`config.mk`:
```
export PLATFORM = sky130hd
export DESIGN_NAME = mlpsg_hidden
export DESIGN_NICKNAME = d
export VERILOG_FILES = /design/src/rtl/mlpsg_pkg.sv /design/src/rtl/mlpsg_hidden.sv
export SDC_FILE = /design/constraint.sdc
export NUM_CORES = 2
export LEC_CHECK = 0
export ABC_AREA = 1
export BUFFER_PORTS_ARGS = -buffer_cell sky130_fd_sc_hd__buf_2
export CORE_UTILIZATION = 30
export CTS_CLUSTER_SIZE = 14
export DETAILED_ROUTE_END_ITERATION = 16
export REMOVE_ABC_BUFFERS = 1
export SYNTH_ARGS = -nofsm -noshare
export SYNTH_HDL_FRONTEND = slang
export SYNTH_SLANG_ARGS = --single-unit
```
`constraint.sdc`:
```
create_clock -name clk -period 10.5 [get_ports clk]
set_clock_uncertainty 0.2 [all_clocks]
set_input_delay 2.1 -clock clk [delete_from_list [all_inputs] [get_ports clk]]
set_output_delay 2.1 -clock clk [all_outputs]
set_load 0.02 [all_outputs]
```
`src/rtl/mlpsg_pkg.sv`:
```
// Shared types, constants and elaboration-time coefficient/table functions for the steering MLP.
package mlpsg_pkg;

  localparam int RAW_W       = 12;
  localparam int CMD_W       = 10;
  localparam int RULE_W      = 3;
  localparam int CFG_IDX_W   = 2;
  localparam int CFG_DATA_W  = 12;
  localparam int NUM_IN      = 3;
  localparam int UNIT_SLOTS  = 16;

  localparam logic [CMD_W-1:0] CMD_MAX = 10'd1000;

  // pipeline stage numbers
  localparam int ST_MUL_IN   = 0;
  localparam int ST_PRE      = 1;
  localparam int ST_IDX      = 2;
  localparam int ST_ROM      = 3;
  localparam int ST_MUL_OUT  = 4;
  localparam int ST_SUM      = 5;
  localparam int ST_CMD      = 6;
  localparam int PIPE_STAGES = 7;

  localparam int IN_SHIFT    = 10;

  typedef enum logic [RULE_W-1:0] {
    RULE_NET        = 3'd0,
    RULE_LEFT_LOST  = 3'd1,
    RULE_RIGHT_LOST = 3'd2,
    RULE_BOTH_LOST  = 3'd3,
    RULE_CROSS      = 3'd4
  } rule_t;

  typedef enum logic [CFG_IDX_W-1:0] {
    CFG_EDGE_THRESHOLD  = 2'd0,
    CFG_CROSS_THRESHOLD = 2'd1,
    CFG_CENTER_VALUE    = 2'd2
  } cfg_reg_t;

  // rule decision carried alongside the datapath
  typedef struct packed {
    rule_t             rule;
    logic [CMD_W-1:0]  cmd;
  } side_t;

  // network weights, units of 1e-9
  localparam longint W_IN_N [UNIT_SLOTS][NUM_IN] = '{
    '{ 64'sd539722819,  -64'sd726717240,  -64'sd880190624},
    '{ 64'sd884184831,   64'sd888344912,   64'sd1065046165},
    '{ 64'sd99650685,   -64'sd1874082184,  64'sd201617474},
    '{-64'sd432928099,  -64'sd1327727011, -64'sd974050063},
    '{ 64'sd331541774,  -64'sd1304710023,  64'sd1044303962},
    '{64'sd0, 64'sd0, 64'sd0}, '{64'sd0, 64'sd0, 64'sd0}, '{64'sd0, 64'sd0, 64'sd0},
    '{64'sd0, 64'sd0, 64'sd0}, '{64'sd0, 64'sd0, 64'sd0}, '{64'sd0, 64'sd0, 64'sd0},
    '{64'sd0, 64'sd0, 64'sd0}, '{64'sd0, 64'sd0, 64'sd0}, '{64'sd0, 64'sd0, 64'sd0},
    '{64'sd0, 64'sd0, 64'sd0}, '{64'sd0, 64'sd0, 64'sd0}
  };
  localparam longint W_OUT_N [UNIT_SLOTS] = '{
    64'sd487953865, 64'sd146187643, -64'sd469561163, 64'sd247502966, -64'sd126732938,
    64'sd0, 64'sd0, 64'sd0, 64'sd0, 64'sd0, 64'sd0, 64'sd0, 64'sd0, 64'sd0, 64'sd0, 64'sd0
  };
  localparam longint W_SKIP_N [NUM_IN] = '{-64'sd59409970, 64'sd34295714, -64'sd296352869};
  localparam longint B_HID_N [UNIT_SLOTS] = '{
    64'sd711245406, -64'sd6038161283, 64'sd672422209, 64'sd3816280809, 64'sd2470344776,
    64'sd0, 64'sd0, 64'sd0, 64'sd0, 64'sd0, 64'sd0, 64'sd0, 64'sd0, 64'sd0, 64'sd0, 64'sd0
  };
  localparam longint B_OUT_N = 64'sd639504061;

  localparam longint unsigned IN_DEN   = 64'd244140625;
  localparam longint unsigned NANO_DEN = 64'd1000000000;
  localparam longint unsigned Q30_U    = 64'd1073741824;
  localparam longint          Q30_S    = 64'sd1073741824;

  // shift-subtract divide, elaboration use only
  function automatic longint unsigned udiv64(longint unsigned n, longint unsigned d);
    longint unsigned q;
    longint unsigned r;
    int b;
    q = '0;
    r = '0;
    for (b = 63; b >= 0; b--) begin
      r = {r[62:0], n[b]};
      if (r >= d) begin
        r = r - d;
        q[b] = 1'b1;
      end
    end
    return q;
  endfunction

  // input weight with the 1/1000 scaling folded in, Q(frac+10), half away from zero
  function automatic longint scale_in(longint v, int frac);
    longint unsigned m;
    m = (v < 0) ? longint'(-v) : longint'(v);
    m = ((m << (frac - 2)) + IN_DEN / 2) / IN_DEN;
    return (v < 0) ? -longint'(m) : longint'(m);
  endfunction

  // plain Q(frac) weight, half away from zero
  function automatic longint scale_q(longint v, int frac);
    longint unsigned m;
    m = (v < 0) ? longint'(-v) : longint'(v);
    m = ((m << frac) + NANO_DEN / 2) / NANO_DEN;
    return (v < 0) ? -longint'(m) : longint'(m);
  endfunction

  // row < units is a hidden unit, the row after them is the direct path
  function automatic longint in_coef(int row, int col, int frac, int units);
    if (row < units) begin
      return scale_in(W_IN_N[row][col], frac);
    end
    return scale_in(W_SKIP_N[col], frac);
  endfunction

  function automatic longint hid_bias(int row, int frac, int units);
    if (row < units) begin
      return scale_q(B_HID_N[row], frac);
    end
    return 64'sd0;
  endfunction

  function automatic longint out_coef(int unit_no, int frac);
    return scale_q(W_OUT_N[unit_no], frac);
  endfunction

  function automatic longint out_bias(int frac);
    return scale_q(B_OUT_N, frac);
  endfunction

  // exp(-a), a in Q30 up to 8: series on a/16 then four squarings
  function automatic longint unsigned exp_neg_q30(longint unsigned a);
    longint y;
    longint term;
    longint sum;
    longint p;
    longint unsigned mag;
    longint unsigned q;
    longint unsigned e;
    int k;
    y    = longint'(a >> 4);
    term = Q30_S;
    sum  = Q30_S;
    for (k = 1; k <= 12; k++) begin
      p    = term * y;
      mag  = (p < 0) ? longint'(-p) : longint'(p);
      q    = udiv64(mag, longint'(k) << 30);
      term = (p < 0) ? longint'(q) : -longint'(q);
      sum  = sum + term;
    end
    e = (sum < 0) ? 64'd0 : longint'(sum);
    for (k = 0; k < 4; k++) begin
      e = (e * e + (64'd1 << 29)) >> 30;
    end
    return e;
  endfunction

  // tanh at the midpoint of table interval idx, Q(frac)
  function automatic longint unsigned tanh_entry(int idx, int frac, int depth);
    longint unsigned a;
    longint unsigned t;
    longint unsigned num;
    longint unsigned den;
    a = udiv64(longint'(8 * idx + 4) << 30, longint'(depth));
    t = exp_neg_q30(a);
    if (t > Q30_U) begin
      t = Q30_U;
    end
    num = Q30_U - t;
    den = Q30_U + t;
    return udiv64((num << frac) + (den >> 1), den);
  endfunction

endpackage

```
`src/rtl/mlpsg_hidden.sv`:
```
// Input layer: constant-weight products, then summed, rounded and biased pre-activations.
module mlpsg_hidden import mlpsg_pkg::*; #(
  parameter int HIDDEN_UNITS   = 5,
  parameter int COEF_FRAC_BITS = 16
) (
  input  logic                              clk,
  input  logic [PIPE_STAGES-1:0]            en,
  input  logic [RAW_W-1:0]                  left_guide,
  input  logic [RAW_W-1:0]                  mid_guide,
  input  logic [RAW_W-1:0]                  right_guide,
  output logic signed [COEF_FRAC_BITS+9:0]  pre [HIDDEN_UNITS],
  output logic signed [COEF_FRAC_BITS+9:0]  skip
);

  localparam int CW    = COEF_FRAC_BITS + 4;
  localparam int PW    = CW + RAW_W + 1;
  localparam int ACC_W = PW + 2;
  localparam int PRE_W = COEF_FRAC_BITS + 10;
  localparam int ROWS  = HIDDEN_UNITS + 1;

  logic signed [RAW_W:0] raw [NUM_IN];

  assign raw[0] = $signed({1'b0, left_guide});
  assign raw[1] = $signed({1'b0, mid_guide});
  assign raw[2] = $signed({1'b0, right_guide});

  for (genvar gr = 0; gr < ROWS; gr++) begin : g_row
    localparam logic signed [CW-1:0] K [NUM_IN] = '{
      CW'(in_coef(gr, 0, COEF_FRAC_BITS, HIDDEN_UNITS)),
      CW'(in_coef(gr, 1, COEF_FRAC_BITS, HIDDEN_UNITS)),
      CW'(in_coef(gr, 2, COEF_FRAC_BITS, HIDDEN_UNITS))
    };
    localparam logic signed [PRE_W-1:0] BIAS =
      PRE_W'(hid_bias(gr, COEF_FRAC_BITS, HIDDEN_UNITS));

    logic signed [PW-1:0]    prod_r [NUM_IN];
    logic signed [ACC_W-1:0] acc;
    logic signed [ACC_W-1:0] acc_rnd;
    logic signed [ACC_W-1:0] acc_sh;
    logic signed [PRE_W-1:0] pre_nxt;
    logic signed [PRE_W-1:0] pre_r;

    always_comb begin
      acc     = ACC_W'(prod_r[0]) + ACC_W'(prod_r[1]) + ACC_W'(prod_r[2]);
      acc_rnd = acc + (ACC_W'(1) <<< (IN_SHIFT - 1));
      acc_sh  = acc_rnd >>> IN_SHIFT;
      pre_nxt = PRE_W'(acc_sh) + BIAS;
    end

    always_ff @(posedge clk) begin
      if (en[ST_MUL_IN]) begin
        for (int j = 0; j < NUM_IN; j++) begin
          prod_r[j] <= PW'(K[j]) * PW'(raw[j]);
        end
      end
      if (en[ST_PRE]) begin
        pre_r <= pre_nxt;
      end
    end

    if (gr < HIDDEN_UNITS) begin : g_unit
      assign pre[gr] = pre_r;
    end else begin : g_skip
      assign skip = pre_r;
    end
  end

endmodule

```
==> impl_metrics.ini <==
[sta]
fin_crit_sh_pct = 74.7
relSlewSlack_pct = 11.9
max_freq_ghz = 0.128
worst_pin_slew_ns = 1.32
setup-violations-final = 0
drv_slew = 0
post-route-min-period_ns = 7.84
fin_setup_tns_ns = 0
hold_viol_final = 0
rsz0062_at_grt = false

[yosys]
synth_seq_area_share_pct = 20.2
yosys.area.top_type = fa_1
yosys-top-cells-area = fa_1 23%, ha_1 21%, edfxtp_1 20%, inv_1 11%, nand2_1 7.5%
ys_warn_count = 0
synthesis.area_um2 = 89800
synth.ff_latch_count = 605
synth.top_cell.area_share_pct = 22.7
syn_area_per_cell_um2 = 8.70
synth_flop_cell = edfxtp_1
synth_edf_count = 605
syn-instance-count = 10321
async_flop_share_pct = 0
synth_cell_type_count = 58

[detailed_routing]
wl_per_cell_um = 20.7
via_per_inst = 4.70
drt_wl_total_um = 303000
drt_iter0_drc = 5561
wl_met1_um = 135000
first_pass_iters = 6
top_layer = met5
vias = 68808
ant_nets = 0
wl_met2_um = 134000
drc = 0
wl_met3_um = 20600

[critical_path]
startpoint_type = input pin
ff2ff_setup_slack_ns = 5.49
crit_arrival_ns = 8.14
r2r-start = g_row[1].prod_r[0][35]
end_kind = flip-flop
required_ns = 10.80
crit_fanout = 13
crit_type = in2reg
reg2reg_to = g_row[1].pre_r[20]
rr_worst_depth = 21

[die]
die_x_um = 549
rows = 200
io_pins = 200
coreArea_um2 = 297000
die_y_um = 549
initial_core_util_pct = 30.2
dieArea_um2 = 302000

[placement]
gp_congestion = 1.02
hpwl_um = 264000
io_buffers = 194

[clocking]
cts_sinks = 605
cts-root-buf = clkbuf_16
post_cts_resized = 0
cts_made_buffers = 84
clk_path_buf_depth = 4
htreeDepth = 3
hold_buffers = 0
cts_setup_buffers = 0
cts_tree = done
worstSkewPairLatency_ns = 0.84
clkTransAtPathRegs_ns = 0.06

[hold_path]
hold_class = reg2reg
holdPathStages = 4
hold_start = g_row[5].prod_r[0][97]
whs_endpoint = skip[24]

[outcome]
status = completed

[global_route]
grt_pass1_vias = 68482
grt_pass1_wl_um = 445000
grt_max_degree = 155
grt_overflow = 0
track_usage_pct = 20.1
antenna_found_initial = 49

[cells_and_area]
nets = 13180
drive_gt1_share_pct = 4.43
synthToLayoutAreaGrowth_pct = 9.89

[run]
max_cap_viol_count = 0
==> layer usage <==
| metal | global-route usage [%] | up-vias |
|---|---|---|
| met5 | 0 | - |
| met4 | 7.81 | 10 |
| met3 | 3.24 | 436 |
| met2 | 32.1 | 2136 |
| met1 | 27.0 | 33092 |
| li1 | - | 33134 |
==> Yosys cell counts, drive strengths merged (69+ instances only) <==
library cell  instances
a21oi               555
edfxtp              605
fa                 1018
ha                 1489
inv                2658
nand2              1829
nand3               353
nand4                90
nor2                593
nor3                 69
o21ai               269
xnor2               155
xor2                330
==> cell usage in the layout (no fill, tap or decap), types with 33 or more instances in the layout <==
cell       netlist  final
edfxtp_1       605    605
xnor2_1        155    155
ha_1          1489   1489
nand4_1         90     90
buf_4            1     33
a21oi_1        550    550
o21ai_0        248    248
nand3_1        347    347
fa_1          1018   1018
nand2_2         38     38
nor2_1         564    564
xor2_1         330    330
buf_2            1    192
o21bai_1        37     37
clkbuf_16        0     85
inv_1         2653   2653
a31oi_1         43     43
nor3_1          64     64
nand2_1       1790   1790
==> per-stage QoR <==
step	instance area, um2	hold WS, ns	cells	util [%]	setup slack [ns]
after floorplan	89800	0.533	10315	-	3.43
after global placement	96000	0.743	14482	32.3	2.03
after detailed placement	96000	0.751	14482	32.3	2.04
after CTS	98700	0.777	14628	33.2	2.90
after global routing	98700	0.817	14629	33.2	2.42
final	98700	0.760	14636	33.2	2.66
==> worst max-delay path by stage <==
| stage | start | end | slack (ns) |
|---|---|---|---|
| floorplan | mid_guide[3] | g_row[2].prod_r[0][65] | 3.43 |
| global placement | left_guide[2] | g_row[5].prod_r[0][32] | 2.03 |
| detailed placement | mid_guide[1] | g_row[0].prod_r[0][65] | 2.04 |
| CTS | left_guide[11] | g_row[5].prod_r[0][32] | 2.90 |
| global route | left_guide[11] | g_row[5].prod_r[0][32] | 2.42 |
| finish | left_guide[11] | g_row[5].prod_r[0][32] | 2.66 |
==> cell type report <==
type	instances	area, um2
timing repair buffer	228	1260
clock inverter	51	548
sequential	605	18200
antenna	8	20.0
fill	31252	199000
inverter	2658	9980
tap	3939	4930
multi-input combinational	7052	61700
clock buffer	95	2160
==> cell families (layout without fill, tap and decap cells) <==
family | Yosys count | count (layout) | synth area share [%]
other | 0 | 8 | 0
adders and majority gates | 2507 | 2507 | 43.4
DFF | 605 | 605 | 20.2
xor gates and xnor gates | 485 | 485 | 4.73
AOI/OAI and AO/OA | 1045 | 1045 | 6.48
buffers and inverters | 2664 | 3032 | 11.1
and+or+nand+nor | 3015 | 3015 | 14.0
==> registers in the layout (all words and copies together), names as in the netlist <==
signal / count
g_row.pre_r: 130
skip: 25
g_row.prod_r: 450
==> critical path, cell delays in order <==
cell and delay (ns):
buf_2 0.48, inv_1 0.17, ha_1 0.91, inv_1 0.20, fa_1 0.68, fa_1 0.51, fa_1 0.54, inv_1 0.05
ha_1 0.42, nand2_1 0.08, nor2_1 0.14, nand2_1 0.07, o21ai_0 0.38, nand3_1 0.17, nand3_1 0.10, a21boi_0 0.32
nand2_1 0.10, nand2_1 0.09, xor2_1 0.62
Power is left out: the tool's default activity adds up to more than one toggle a clock period on the data nets, which glitch-free logic cannot reach.
