## src/rtl/mlpsg_pkg.sv

```systemverilog
// Shared types, constants and elaboration-time coefficient/table functions for the steering MLP.
package mlpsg_pkg;

  localparam int RAW_W       = 12;
  localparam int CMD_W       = 10;
  localparam int RULE_W      = 3;
  localparam int CFG_IDX_W   = 2;
  localparam int CFG_DATA_W  = 12;
  localparam int NUM_IN      = 3;
  localparam int UNIT_SLOTS  = 16;

  localparam logic [CMD_W-1:0] CMD_MAX = 10'd1000;

  // pipeline stage numbers
  localparam int ST_MUL_IN   = 0;
  localparam int ST_PRE      = 1;
  localparam int ST_IDX      = 2;
  localparam int ST_ROM      = 3;
  localparam int ST_MUL_OUT  = 4;
  localparam int ST_SUM      = 5;
  localparam int ST_CMD      = 6;
  localparam int PIPE_STAGES = 7;

  localparam int IN_SHIFT    = 10;

  typedef enum logic [RULE_W-1:0] {
    RULE_NET        = 3'd0,
    RULE_LEFT_LOST  = 3'd1,
    RULE_RIGHT_LOST = 3'd2,
    RULE_BOTH_LOST  = 3'd3,
    RULE_CROSS      = 3'd4
  } rule_t;

  typedef enum logic [CFG_IDX_W-1:0] {
    CFG_EDGE_THRESHOLD  = 2'd0,
    CFG_CROSS_THRESHOLD = 2'd1,
    CFG_CENTER_VALUE    = 2'd2
  } cfg_reg_t;

  // rule decision carried alongside the datapath
  typedef struct packed {
    rule_t             rule;
    logic [CMD_W-1:0]  cmd;
  } side_t;

  // network weights, units of 1e-9
  localparam longint W_IN_N [UNIT_SLOTS][NUM_IN] = '{
    '{ 64'sd539722819,  -64'sd726717240,  -64'sd880190624},
    '{ 64'sd884184831,   64'sd888344912,   64'sd1065046165},
    '{ 64'sd99650685,   -64'sd1874082184,  64'sd201617474},
    '{-64'sd432928099,  -64'sd1327727011, -64'sd974050063},
    '{ 64'sd331541774,  -64'sd1304710023,  64'sd1044303962},
    '{64'sd0, 64'sd0, 64'sd0}, '{64'sd0, 64'sd0, 64'sd0}, '{64'sd0, 64'sd0, 64'sd0},
    '{64'sd0, 64'sd0, 64'sd0}, '{64'sd0, 64'sd0, 64'sd0}, '{64'sd0, 64'sd0, 64'sd0},
    '{64'sd0, 64'sd0, 64'sd0}, '{64'sd0, 64'sd0, 64'sd0}, '{64'sd0, 64'sd0, 64'sd0},
    '{64'sd0, 64'sd0, 64'sd0}, '{64'sd0, 64'sd0, 64'sd0}
  };
  localparam longint W_OUT_N [UNIT_SLOTS] = '{
    64'sd487953865, 64'sd146187643, -64'sd469561163, 64'sd247502966, -64'sd126732938,
    64'sd0, 64'sd0, 64'sd0, 64'sd0, 64'sd0, 64'sd0, 64'sd0, 64'sd0, 64'sd0, 64'sd0, 64'sd0
  };
  localparam longint W_SKIP_N [NUM_IN] = '{-64'sd59409970, 64'sd34295714, -64'sd296352869};
  localparam longint B_HID_N [UNIT_SLOTS] = '{
    64'sd711245406, -64'sd6038161283, 64'sd672422209, 64'sd3816280809, 64'sd2470344776,
    64'sd0, 64'sd0, 64'sd0, 64'sd0, 64'sd0, 64'sd0, 64'sd0, 64'sd0, 64'sd0, 64'sd0, 64'sd0
  };
  localparam longint B_OUT_N = 64'sd639504061;

  localparam longint unsigned IN_DEN   = 64'd244140625;
  localparam longint unsigned NANO_DEN = 64'd1000000000;
  localparam longint unsigned Q30_U    = 64'd1073741824;
  localparam longint          Q30_S    = 64'sd1073741824;

  // shift-subtract divide, elaboration use only
  function automatic longint unsigned udiv64(longint unsigned n, longint unsigned d);
    longint unsigned q;
    longint unsigned r;
    int b;
    q = '0;
    r = '0;
    for (b = 63; b >= 0; b--) begin
      r = {r[62:0], n[b]};
      if (r >= d) begin
        r = r - d;
        q[b] = 1'b1;
      end
    end
    return q;
  endfunction

  // input weight with the 1/1000 scaling folded in, Q(frac+10), half away from zero
  function automatic longint scale_in(longint v, int frac);
    longint unsigned m;
    m = (v < 0) ? longint'(-v) : longint'(v);
    m = ((m << (frac - 2)) + IN_DEN / 2) / IN_DEN;
    return (v < 0) ? -longint'(m) : longint'(m);
  endfunction

  // plain Q(frac) weight, half away from zero
  function automatic longint scale_q(longint v, int frac);
    longint unsigned m;
    m = (v < 0) ? longint'(-v) : longint'(v);
    m = ((m << frac) + NANO_DEN / 2) / NANO_DEN;
    return (v < 0) ? -longint'(m) : longint'(m);
  endfunction

  // row < units is a hidden unit, the row after them is the direct path
  function automatic longint in_coef(int row, int col, int frac, int units);
    if (row < units) begin
      return scale_in(W_IN_N[row][col], frac);
    end
    return scale_in(W_SKIP_N[col], frac);
  endfunction

  function automatic longint hid_bias(int row, int frac, int units);
    if (row < units) begin
      return scale_q(B_HID_N[row], frac);
    end
    return 64'sd0;
  endfunction

  function automatic longint out_coef(int unit_no, int frac);
    return scale_q(W_OUT_N[unit_no], frac);
  endfunction

  function automatic longint out_bias(int frac);
    return scale_q(B_OUT_N, frac);
  endfunction

  // exp(-a), a in Q30 up to 8: series on a/16 then four squarings
  function automatic longint unsigned exp_neg_q30(longint unsigned a);
    longint y;
    longint term;
    longint sum;
    longint p;
    longint unsigned mag;
    longint unsigned q;
    longint unsigned e;
    int k;
    y    = longint'(a >> 4);
    term = Q30_S;
    sum  = Q30_S;
    for (k = 1; k <= 12; k++) begin
      p    = term * y;
      mag  = (p < 0) ? longint'(-p) : longint'(p);
      q    = udiv64(mag, longint'(k) << 30);
      term = (p < 0) ? longint'(q) : -longint'(q);
      sum  = sum + term;
    end
    e = (sum < 0) ? 64'd0 : longint'(sum);
    for (k = 0; k < 4; k++) begin
      e = (e * e + (64'd1 << 29)) >> 30;
    end
    return e;
  endfunction

  // tanh at the midpoint of table interval idx, Q(frac)
  function automatic longint unsigned tanh_entry(int idx, int frac, int depth);
    longint unsigned a;
    longint unsigned t;
    longint unsigned num;
    longint unsigned den;
    a = udiv64(longint'(8 * idx + 4) << 30, longint'(depth));
    t = exp_neg_q30(a);
    if (t > Q30_U) begin
      t = Q30_U;
    end
    num = Q30_U - t;
    den = Q30_U + t;
    return udiv64((num << frac) + (den >> 1), den);
  endfunction

endpackage

```

## src/rtl/mlpsg_out.sv

```systemverilog
// Output layer: weighted tanh products, sum with direct path and bias, command scaling and rules.
module mlpsg_out import mlpsg_pkg::*; #(
  parameter int HIDDEN_UNITS   = 5,
  parameter int COEF_FRAC_BITS = 16
) (
  input  logic                              clk,
  input  logic [PIPE_STAGES-1:0]            en,
  input  logic signed [COEF_FRAC_BITS+9:0]  skip,
  input  logic signed [COEF_FRAC_BITS+1:0]  th [HIDDEN_UNITS],
  input  logic [CMD_W-1:0]                  center_value,
  input  side_t                             side,
  output logic [CMD_W-1:0]                  steer_command,
  output logic [RULE_W-1:0]                 rule_applied
);

  localparam int F     = COEF_FRAC_BITS;
  localparam int PRE_W = F + 10;
  localparam int CW    = F + 4;
  localparam int WP_W  = CW + F + 2;
  localparam int HW    = WP_W + 4;
  localparam int Y_W   = F + 6;
  localparam int S_W   = F + 13;

  localparam logic signed [Y_W-1:0] K_BO = Y_W'(out_bias(F));
  localparam logic signed [S_W-1:0] GAIN = S_W'(200);

  logic signed [PRE_W-1:0] skip_idx_r;
  logic signed [PRE_W-1:0] skip_rom_r;
  logic signed [PRE_W-1:0] skip_mul_r;
  logic signed [WP_W-1:0]  wprod [HIDDEN_UNITS];

  for (genvar gu = 0; gu < HIDDEN_UNITS; gu++) begin : g_unit
    localparam logic signed [CW-1:0] K_OUT = CW'(out_coef(gu, F));
    logic signed [WP_W-1:0] wprod_r;

    always_ff @(posedge clk) begin
      if (en[ST_MUL_OUT]) begin
        wprod_r <= WP_W'(K_OUT) * WP_W'(th[gu]);
      end
    end

    assign wprod[gu] = wprod_r;
  end

  logic signed [HW-1:0]  hid;
  logic signed [HW-1:0]  hid_rnd;
  logic signed [Y_W-1:0] y_nxt;
  logic signed [Y_W-1:0] y_r;

  always_comb begin
    hid = '0;
    for (int u = 0; u < HIDDEN_UNITS; u++) begin
      hid = hid + HW'(wprod[u]);
    end
    hid_rnd = (hid + (HW'(1) <<< (F - 1))) >>> F;
    y_nxt   = Y_W'(skip_mul_r) + Y_W'(hid_rnd) + K_BO;
  end

  logic signed [S_W-1:0] s;
  logic signed [S_W-1:0] q;
  logic [CMD_W-1:0]      cmd_net;
  logic [CMD_W-1:0]      cmd_nxt;
  logic [CMD_W-1:0]      cmd_r;
  rule_t                 rule_r;

  always_comb begin
    s = S_W'(y_r) * GAIN + ($signed(S_W'(center_value)) <<< F);
    q = s >>> F;
    if (s < 0) begin
      cmd_net = '0;
    end else if (q > $signed(S_W'(CMD_MAX))) begin
      cmd_net = CMD_MAX;
    end else begin
      cmd_net = q[CMD_W-1:0];
    end
    cmd_nxt = (side.rule == RULE_NET) ? cmd_net : side.cmd;
  end

  always_ff @(posedge clk) begin
    if (en[ST_IDX]) begin
      skip_idx_r <= skip;
    end
    if (en[ST_ROM]) begin
      skip_rom_r <= skip_idx_r;
    end
    if (en[ST_MUL_OUT]) begin
      skip_mul_r <= skip_rom_r;
    end
    if (en[ST_SUM]) begin
      y_r <= y_nxt;
    end
    if (en[ST_CMD]) begin
      cmd_r  <= cmd_nxt;
      rule_r <= side.rule;
    end
  end

  assign steer_command = cmd_r;
  assign rule_applied  = rule_r;

endmodule

```

## config.mk

```make
export PLATFORM = sky130hd
export DESIGN_NAME = mlpsg_out
export DESIGN_NICKNAME = d
export VERILOG_FILES = /design/src/rtl/mlpsg_pkg.sv /design/src/rtl/mlpsg_out.sv
export SDC_FILE = /design/constraint.sdc
export NUM_CORES = 2
export LEC_CHECK = 0
export ABC_CLOCK_PERIOD_IN_PS = 6800
export BUFFER_PORTS_ARGS = -buffer_cell sky130_fd_sc_hd__clkbuf_2
export CAP_MARGIN = 30
export CORE_MARGIN = 10
export CORE_UTILIZATION = 59
export CTS_CLUSTER_SIZE = 10
export DETAILED_ROUTE_END_ITERATION = 12
export PLACE_DENSITY_LB_ADDON = 0.05
export SLEW_MARGIN = 0
export SYNTH_ARGS = -nofsm -noshare
export SYNTH_HDL_FRONTEND = slang
export SYNTH_SLANG_ARGS = --single-unit
```

## constraint.sdc

```tcl
create_clock -name clk -period 6.8 [get_ports clk]
set_input_delay 1.02 -clock clk [delete_from_list [all_inputs] [get_ports clk]]
set_output_delay 1.02 -clock clk [all_outputs]
set_load 0.03 [all_outputs]
```

==> metrics.md <==
| Metric | Value |
|---|---|
| Post-Syn Area per Cell | 10.9 um^2 |
| Max Clock Skew | 0.0279 ns |
| Ports | 160 |
| Worst Path Required | 7.08 ns |
| Final TNS setup | 0 ns |
| Total placed cells including tap cells | 5441 |
| Post-route insts no fill | 5494 |
| Sequential fraction of the synthesis area | 17.7% |
| Setup WS pre-CTS | -0.258 ns |
| Via count | 28.7k |
| Dpl hpwl | 85100 um |
| Slew at the pin closest to its max-slew limit | 0.794 ns |
| Residual DRC | 0 |
| Number of global-route vias before repair | 30.5k |
| Crit path buffers/inverters | 4 |
| Post-synth EDFFs | 265 |
| Tmin final | 6.50 ns |
| Placer's final routability congestion estimate | 0.894 |
| Worst Hold Class | reg2reg |
| CP endpoint kind | flip-flop |
| Filler Cell Count | 6187 |
| CTS Hold Bufs | 0 |
| Largest net degree at the start of global routing | 108 |
| DR WL/cell | 17.4 um |
| Post-synth ARST share | 0% |
| Initial antenna violation count | 1 |
| All-Layer GR Usage | 22.8% |
| Initial core utilization | 59.5% |
| DR pass1 iterations | 5 |
| CTS HTree Levels | 2 |
| Die height | 296 um |
| Die ar. | 87900 um^2 |
| Highest net fanout along the worst path | 3 |
| Seq cells post-synth | 265 |
| Peak Freq | 0.154 GHz |
| IO Port Bufs | 153 |
| TritonCTS Sinks | 265 |
| NumNets Final | 6223 |
| Final WL | 95500 um |
| Synthesized cell area | 45100 um^2 |
| Post-Synthesis Cells | 4145 |
| Crit Path Class | reg2reg |
| Proportion of layout cells with a drive suffix above 1 | 9.81% |
| Die W | 296 um |
| Synth-to-Final Area Change | 10.1% |
| CTS tree | yes |
| CTS buffer count | 35 |
| Rows | 101 |
| Core area | 75800 um^2 |
| Crit-path max cell delay | 0.58 ns |
| Crit path max-delay family | adder cells |
| Crit share post-route | 95.6% |
| Outcome | completed |
| Synth cell types | 69 |
| Global-route wire length before repair | 157000 um |
| Syn nets | 5865 |
| Initial detailed-routing violation count | 1340 |
| Arrival time at the worst endpoint | 6.79 ns |
| Number of max-cap violations | 0 |
| Startpoint Class | flip-flop |
| Worst setup margin | 0.296 ns |
| GR Overflow Total | 0 |
| Final Max Tran Viols | 0 |
| Slowest CP cell | fa_1 |
| Slew headroom | 47.1% |
| Clock buffer depth | 3 |
| Synth Flop Type | edfxtp_1 |
| Hold WS | 0.417 ns |
| Register clock-pin slew on the reported worst setup and hold paths | 0.05 ns |
| Antenna viol nets, final | 0 |
| Synth Warn # | 0 |
| Clk_lat worst skew | 0.54 ns |
| DR vias/cell | 5.22 |
| Hold Fails Final Rpt | 0 |
| Final setup viols | 0 |
| Root Buffer | clkbuf_16 |
[cell families after synthesis]
kind of cell               share of synthesized area [%]
muxes                                              0.189
DFF                                                 17.7
buffers and inverters                               9.74
adders and majority gates                           56.5
and+or+nand+nor                                     4.63
AOI/OAI and AO/OA                                   7.06
xor gates and xnor gates                            4.27
[path summary, 6_finish.rpt]
check	endpoint	cells after the start	slack, ns	from
min	skip_rom_r[19]	0	0.42	skip_idx_r[19]
min reg2reg	skip_rom_r[19]	0	0.42	skip_idx_r[19]
max reg2reg	y_r[19]	30	0.30	g_unit[0].wprod_r[5]
max	y_r[19]	30	0.30	g_unit[0].wprod_r[5]
[per-stage QoR]
stage	instance area, um^2	util (%)
6_report	49600	65.4
5_1_grt	49600	65.4
4_1_cts	49400	65.2
3_5_place_dp	48400	63.8
3_3_place_gp	48400	63.8
2_1_floorplan	45100	-
[sequential cells by signal, indices dropped and copies added (netlist names)]
name,count
skip_mul_r,22
skip_idx_r,22
rule_applied,3
skip_rom_r,22
steer_command,10
g_unit.wprod_r,164
y_r,22
[cell usage in the layout (no fill, tap or decap), types with 4 or more instances in the layout]
cell and count:
nand3b_1 5, xnor2_1 159, clkbuf_2 152, xor2_1 58, mux2i_1 4, a21oi_2 6, nand4_1 17, o21bai_1 30
o21ai_1 6, edfxtp_1 265, nor2b_1 19, nor2_1 113, fa_1 766, a211oi_1 15, nand2b_1 22, a22o_1 9
a21o_1 64, or2_2 20, o21ai_0 80, nor4_1 4, mux2_2 4, clkbuf_16 35, nand2_1 76, and3_1 19
inv_1 1160, and2_1 11, ha_1 801, o31ai_1 6, o41ai_2 4, a31o_2 7, nand3_1 32, a31oi_1 13
nor3_1 44, o211ai_1 10, a211o_1 10, a21oi_1 163, or3_1 15, buf_4 174, o21a_1 22
[synthesized netlist by cell type (17+ instances only)]
cell      number  area (um^2)
nand4_1       17          106
nor2b_1       19          119
o21ai_0       86          430
or2_2         21          131
edfxtp_1     265         7960
xor2_1        59          517
ha_1         805        10100
a21oi_1      168          841
o21bai_1      30          225
a21o_1        64          480
a31oi_1       17          106
nor3_1        44          220
fa_1         768        15400
nand3_1       32          160
nand2_1       76          285
inv_1       1160         4350
xnor2_1      161         1410
and3_1        19          119
o21a_1        22          165
nor2_1       113          424
nand2b_1      22          138
[timing repair]
| action | CTS | global route |
|---|---|---|
| gates resized for setup | 8 | 30 |
| setup endpoints to repair | 3 | 5 |
| pin swaps | 7 | 26 |
| buffers inserted | 1 | 2 |
[cell type report]
type / instances / area, um^2 / area share, %
tap: 978 / 1220 / 2.47
clock inverter: 11 / 126 / 0.255
multi-input combinational: 2710 / 32900 / 66.3
sequential: 265 / 7960 / 16.0
timing repair buffer: 331 / 2150 / 4.33
inverter: 1160 / 4350 / 8.78
antenna: 1 / 2.50 / 0.00504
clock buffer: 38 / 887 / 1.79
[layer usage]
layer	vias to the layer above	track usage, %	share of wire (%)
li1	13900	-	-
met1	14200	30.5	44
met2	435	39.3	50
met3	108	2.66	4.0
met4	0	5.26	2.4
met5	-	0	0
Power is not shown: default switching activity piles up to over one toggle a cycle in this logic, so the estimate is an artifact.
